`src/hw/rtl/assert_macros.svh`:
```
// assertion macros for the rtl files, included by the top level
// each property is sampled on clk and disabled while rst is high
`ifndef ASSERT_MACROS_SVH
`define ASSERT_MACROS_SVH
`ifndef SYNTH
`define MDAC_ASSERT(lbl, prop, msg) \
  lbl: assert property (@(posedge clk) disable iff (rst) prop) else $error(msg);
`define MDAC_ASSERT_NEXT(lbl, pre, post, msg) \
  lbl: assert property (@(posedge clk) disable iff (rst) (pre) |=> (post)) else $error(msg);
`else
`define MDAC_ASSERT(lbl, prop, msg)
`define MDAC_ASSERT_NEXT(lbl, pre, post, msg)
`endif
`endif

```
`src/hw/rtl/mdac_pkg.sv`:
```
// shared types and constants for the row-major address calculator
// no dependencies
`timescale 1ns / 1ps

package mdac_pkg;

  localparam int MAX_ARRAYS_DEF = 16;
  localparam int MAX_DIMS_DEF   = 16;

  typedef enum logic [1:0] {
    FUNC_HEADER = 2'd0,
    FUNC_BOUNDS = 2'd1,
    FUNC_INDEX  = 2'd2
  } func_t;

  // commands from the controller to the datapath
  typedef struct packed {
    logic accept;
    logic fold;
    logic accum;
    logic scale;
    logic emit;
  } ctl_cmd_t;

  // status from the datapath to the controller
  typedef struct packed {
    logic start_index;
    logic dim_ok;
    logic last;
    logic out_free;
  } dp_status_t;

endpackage

```
`src/hw/rtl/mdac_ctrl.sv`:
```
// controller: sequences the index fold, scaling and emission of one item
// depends on mdac_pkg
`timescale 1ns / 1ps

module mdac_ctrl (
  input  logic                 clk,
  input  logic                 rst,
  input  logic                 in_valid,
  output logic                 in_ready,
  input  mdac_pkg::dp_status_t status,
  output mdac_pkg::ctl_cmd_t   cmd
);
  import mdac_pkg::*;

  typedef enum logic [2:0] {
    S_IDLE,
    S_FOLD,
    S_ACC,
    S_SCALE,
    S_EMIT
  } state_t;

  state_t state;

  always_ff @(posedge clk) begin
    if (rst) begin
      state <= S_IDLE;
    end else begin
      case (state)
        S_IDLE: begin
          // header and bound items finish in the accept cycle
          if (in_valid && status.start_index) begin
            state <= S_FOLD;
          end
        end
        S_FOLD: begin
          state <= status.dim_ok ? S_ACC : S_IDLE;
        end
        S_ACC: begin
          state <= status.last ? S_SCALE : S_IDLE;
        end
        S_SCALE: begin
          state <= S_EMIT;
        end
        S_EMIT: begin
          if (status.out_free) begin
            state <= S_IDLE;
          end
        end
        default: begin
          state <= S_IDLE;
        end
      endcase
    end
  end

  assign in_ready   = (state == S_IDLE);
  assign cmd.accept = in_valid && in_ready;
  assign cmd.fold   = (state == S_FOLD);
  assign cmd.accum  = (state == S_ACC);
  assign cmd.scale  = (state == S_SCALE);
  assign cmd.emit   = (state == S_EMIT);

endmodule

```
`config.mk`:
```
export PLATFORM = sky130hd
export DESIGN_NAME = mdac_ctrl
export DESIGN_NICKNAME = d
export VERILOG_FILES = /design/src/hw/rtl/assert_macros.svh /design/src/hw/rtl/mdac_pkg.sv /design/src/hw/rtl/mdac_ctrl.sv
export SDC_FILE = /design/constraint.sdc
export NUM_CORES = 1
export LEC_CHECK = 0
export BUFFER_PORTS_ARGS = -buffer_cell sky130_fd_sc_hd__buf_2
export CORE_AREA = 3 3 40 42
export DETAILED_ROUTE_END_ITERATION = 10
export DIE_AREA = 0 0 43 45
export GPL_TIMING_DRIVEN = 0
export PLACE_DENSITY = 0.42
export SYNTH_ARGS = -nofsm -noshare
export SYNTH_HDL_FRONTEND = slang
export SYNTH_SLANG_ARGS = --single-unit
```
`constraint.sdc`:
```
create_clock -name clk -period 0.8 [get_ports clk]
set_input_delay 0.08 -clock clk [delete_from_list [all_inputs] [get_ports clk]]
set_output_delay 0.08 -clock clk [all_outputs]
set_load 0.02 [all_outputs]
```
==> Yosys cells after proc, flatten, opt, wreduce, memory -nomap -nowiden <==
Index checks and enable logic that the tools add are counted.
{ "classes": {"n_reduce_logical": 4, "n_eq_ne": 6, "n_mux": 5} }
{ "op_table": {"columns": ["cell", "n"], "rows": [
  ["case mux 3 bit (5 select lines)", 1],
  ["equality test 3 x 2 -> 1 bit (second input constant)", 2],
  ["2-to-1 mux 3 bit", 2],
  ["2-to-1 mux 2 bit", 2],
  ["equality test 3 x 1 -> 1 bit (second input constant)", 1],
  ["equality test 3 bit (second input constant)", 1],
  ["zero test 3 bit", 1],
  ["logical AND 1 bit", 2],
  ["inequality test 2 x 1 -> 1 bit (second input constant)", 1],
  ["inequality test 2 bit (second input constant)", 1],
  ["AND reduction 2 bit", 1]
]} }
{ "word_totals": {"register_bits": 3, "output_inout_bits": 6, "wordCells": 16, "in_bits": 7} }

==> Depth between registers and ports, before layout <==
{ "depth": {"ltp_word": 3, "mapped_depth": 4} }

==> Worst setup path before layout <==
OpenSTA, ideal clock, no wires.
{ "synth_path": {"path_kind": "register to output", "start": "reg state[1]", "end": "out cmd[4] (netlist name)", "t_required_ps": 720, "t_arrival_ps": 1065, "n_path_buf": 1, "slack_ps": -345, "path_stages_with_launch": 4, "path_cell_list": "dfxtp_1 > buf_4 > nor3_2 > and2_1"} }
{ "synth_rtl": {"columns": ["element", "line", "text"], "rows": [
  ["start, declared", "mdac_ctrl.sv:23", "state_t state;"],
  ["start signal, assigned", "mdac_ctrl.sv:37", "state <= status.dim_ok ? S_ACC : S_IDLE;"],
  ["start signal, assigned", "mdac_ctrl.sv:40", "state <= status.last ? S_SCALE : S_IDLE;"],
  ["end, declared", "mdac_ctrl.sv:11", "output mdac_pkg::ctl_cmd_t cmd"]
]} }

==> flow_metrics.py <==
metrics = {
    "global_routing": {
        "grt_use_met3_pct": 2.789,
        "grt_use_met2_pct": 9.880,
        "grt_antenna_before_repair": 0,
        "use_met1_pct": 7.488,
        "grt_pass1_vias": 230,
        "grt.overflow.total": 0,
        "grt_pass1_wl_um": 924,
        "grt_max_degree": 10,
        "grt.busiest_layer": "met2",
        "grt.total_usage_pct": 6.917,
    },
    "clock_network": {
        "cts_made_buffers": 3,
        "cts_tree": "yes",
        "insertion_delay_ps": 230,
        "ctsHtreeMaxLevel": 1,
        "clock_path_buffers": 2,
        "clock-sinks": 3,
        "postCtsHoldBufs": 0,
        "path_clk_slew_ps": 40,
        "root_buffer": "clkbuf_4",
    },
    "logic_synthesis": {
        "synth_compound_area_share_pct": 18.71,
        "ys.warnings.count": 0,
        "synth_mux_area_share_pct": 0,
        "synth_nets": 29,
        "seq_area_frac_synth_pct": 30.97,
        "synthSimpleGateAreaFrac_pct": 38.71,
        "postSynthCellCount": 22,
        "ys_ff_latch": 3,
        "synth_top_family_by_area": "simple AND/OR/NAND/NOR gates",
        "synth_fa_ha_area_share_pct": 0,
        "synthesis.area_um2": 193.9,
        "yosys.area_share.xor_xnor_pct": 0,
        "syn_avg_cell_area_um2": 8.815,
        "synth_cell_type_count": 15,
    },
    "power": {
        "p_switching_mw": 0.1339,
        "leakage_nw": 0.1771,
        "clkPwrFrac_pct": 49.4,
        "p_sw_share_pct": 25.04,
        "p_comb_share_pct": 20.9,
        "p_total_mw": 0.5346,
        "cell_internal_pwr_mw": 0.4007,
        "p_per_area_nw_per_um2": 1352,
        "seqPwrFrac_pct": 29.7,
        "vdd_drop_max_mv": 0.4708,
    },
    "timing": {
        "worst_pin_slew_ps": 190.4,
        "period_share_pct": 144.0,
        "rsz0062_at_grt": "yes",
        "skew_ps": 2.505,
        "max_freq_mhz": 867.8,
        "hold_violations": 0,
        "setup-tns-final_ps": -2100,
        "slew_headroom_pct": 87.20,
        "period_needed_ps": 1152,
        "final_max_slew_viol_count": 0,
        "finalSetupViolCount": 9,
        "setup_slack_ps": -352.3,
    },
    "run": {
        "maxCapViolations": 0,
    },
    "placed_design": {
        "dp_slack_ps": -179.2,
        "port_buffers": 12,
        "detailed_place_hpwl_um": 408.5,
        "gp_congestion": 0.6348,
    },
    "die": {
        "core_um2": 1285,
        "fp-row-count": 13,
        "start_util_pct": 15.09,
        "io_pins": 13,
        "die_y_um": 45,
        "die-area_um2": 1935,
        "die_w_um": 43,
    },
    "setup_path": {
        "slowest_delay_ps": 370,
        "crit_family": "flip-flops",
        "crit_type": "flop to output pin",
        "rrSetupSlack_ps": -150,
        "worst-path-buf-inv": 1,
        "path_depth": 3,
        "cp-start-kind": "flop",
        "cp_data_arrival_time_ps": 1070,
        "crit_path_cell_trace": "nor3_4 > and2_4 > buf_6",
        "crit_slowest_cell": "dfxtp_4",
        "worstSetupEndpointType": "output pin",
        "crit_required_ps": 720,
        "r2r_end": "state[2]",
        "reg2reg_from": "state[1]",
        "path_max_fanout": 8,
        "crit_start": "state[0]",
        "ff2ff_path_depth": 4,
        "endpoint": "cmd[4]",
    },
    "routing": {
        "wl_um": 600,
        "wire_per_inst_um": 10.91,
        "remaining_drc_errors": 0,
        "antenna_left": 0,
        "dr_total_vias": 227,
        "first_iter_violations": 2,
        "via_per_inst": 4.127,
        "dr.pass1.iters": 2,
    },
    "final_layout": {
        "nNetsFinal": 48,
        "drive_gt1_share_pct": 80.00,
        "top_regs": "state x3",
        "multiInputGateArea_um2": 146.4,
        "top_register": "state",
        "regArea_um2": 68.82,
        "largest_reg_flops": 3,
        "utilization_pct": 30.77,
        "fill_cells": 150,
        "diodes": 0,
        "area_delta_synth_final_pct": 103.9,
    },
    "min_path": {
        "hold_path_class": "input pin to flop",
    },
    "outcome": {
        "violations": "negative setup slack",
        "status": "finished with violations",
    },
}
-- logic make-up after synthesis --
group	after synthesis
AOI/OAI and AO/OA	5
DFF	3
buffers and inverters	3
and+or+nand+nor	11
-- stage by stage --
stage / cells / cell area [um2] / hold slack (ps)
2_1_floorplan: 22 / 220.2 / 144.6
3_3_place_gp: 49 / 299.0 / 283.2
3_5_place_dp: 49 / 299.0 / 284.3
4_1_cts: 54 / 364.1 / 40.23
5_1_grt: 55 / 395.4 / 50.64
6_report: 55 / 395.4 / 47.57
-- worst min path at each step --
stage	from	end	slack (ps)	cells after the start
after global placement	rst	state[1]	280	2
after global routing	rst	state[1]	50	2
after detailed placement	rst	state[1]	280	2
after CTS	rst	state[1]	40	2
after floorplan	rst	state[1]	140	1
final	rst	state[1]	50	2
-- routing by layer --
layer / share of wire, % / wire length (um)
met1: 40 / 240
met2: 52 / 310
met3: 8.2 / 49
met4: 0 / 0
met5: 0 / 0
-- Yosys cell counts --
| master | number | area, um2 |
|---|---|---|
| and3b_1 | 1 | 8.760 |
| nor2_1 | 2 | 7.510 |
| buf_6 | 1 | 11.26 |
| nand3b_1 | 2 | 15.01 |
| nor3_2 | 1 | 10.01 |
| dfxtp_1 | 3 | 60.06 |
| nor3b_1 | 2 | 15.01 |
| o21a_1 | 1 | 7.510 |
| a31oi_1 | 1 | 6.260 |
| inv_1 | 1 | 3.750 |
| a211oi_2 | 1 | 12.51 |
| and2_1 | 2 | 12.51 |
| nor4_1 | 1 | 6.260 |
| a21oi_1 | 2 | 10.01 |
| buf_4 | 1 | 7.510 |
-- layout by cell type, fill, tap and decap left out, types with 2 or more instances in the layout --
master    instances
nand3b_1          2
dfxtp_4           2
nor3b_2           2
buf_6             7
and2_4            2
buf_4             3
buf_2             6
clkbuf_4          3
-- layout make-up --
| class | instances | share of cell area [%] |
|---|---|---|
| tap | 15 | 4.747 |
| sequential | 3 | 17.41 |
| clock buffer | 4 | 6.646 |
| timing repair buffer | 15 | 30.38 |
| multi-input combinational | 16 | 37.03 |
| inverter | 1 | 0.9494 |
| buffer | 1 | 2.848 |
-- power groups by stage --
stage          clock network (mW)  registers [mW]  logic (mW)
2_1_floorplan                   0           0.163      0.0525
3_3_place_gp                    0           0.165      0.0829
3_5_place_dp                    0           0.165      0.0843
4_1_cts                     0.282           0.161      0.0964
5_1_grt                     0.288           0.160       0.121
6_report                    0.264           0.159       0.112
-- what timing repair did --
item | CTS | global route
setup buffers | 1 | 2
endpoints found under the setup margin | 9 | 9
pin swaps | 3 | 2
resized for setup | 10 | 10
-- worst register-to-register path, delay by kind of cell (launching register included) --
family,cells,cell delay (ps)
simple gates,2,270
buf+inv,1,130
flops,1,310
compound gates,1,130
No activity file was read; power rests on OpenSTA's default activity.
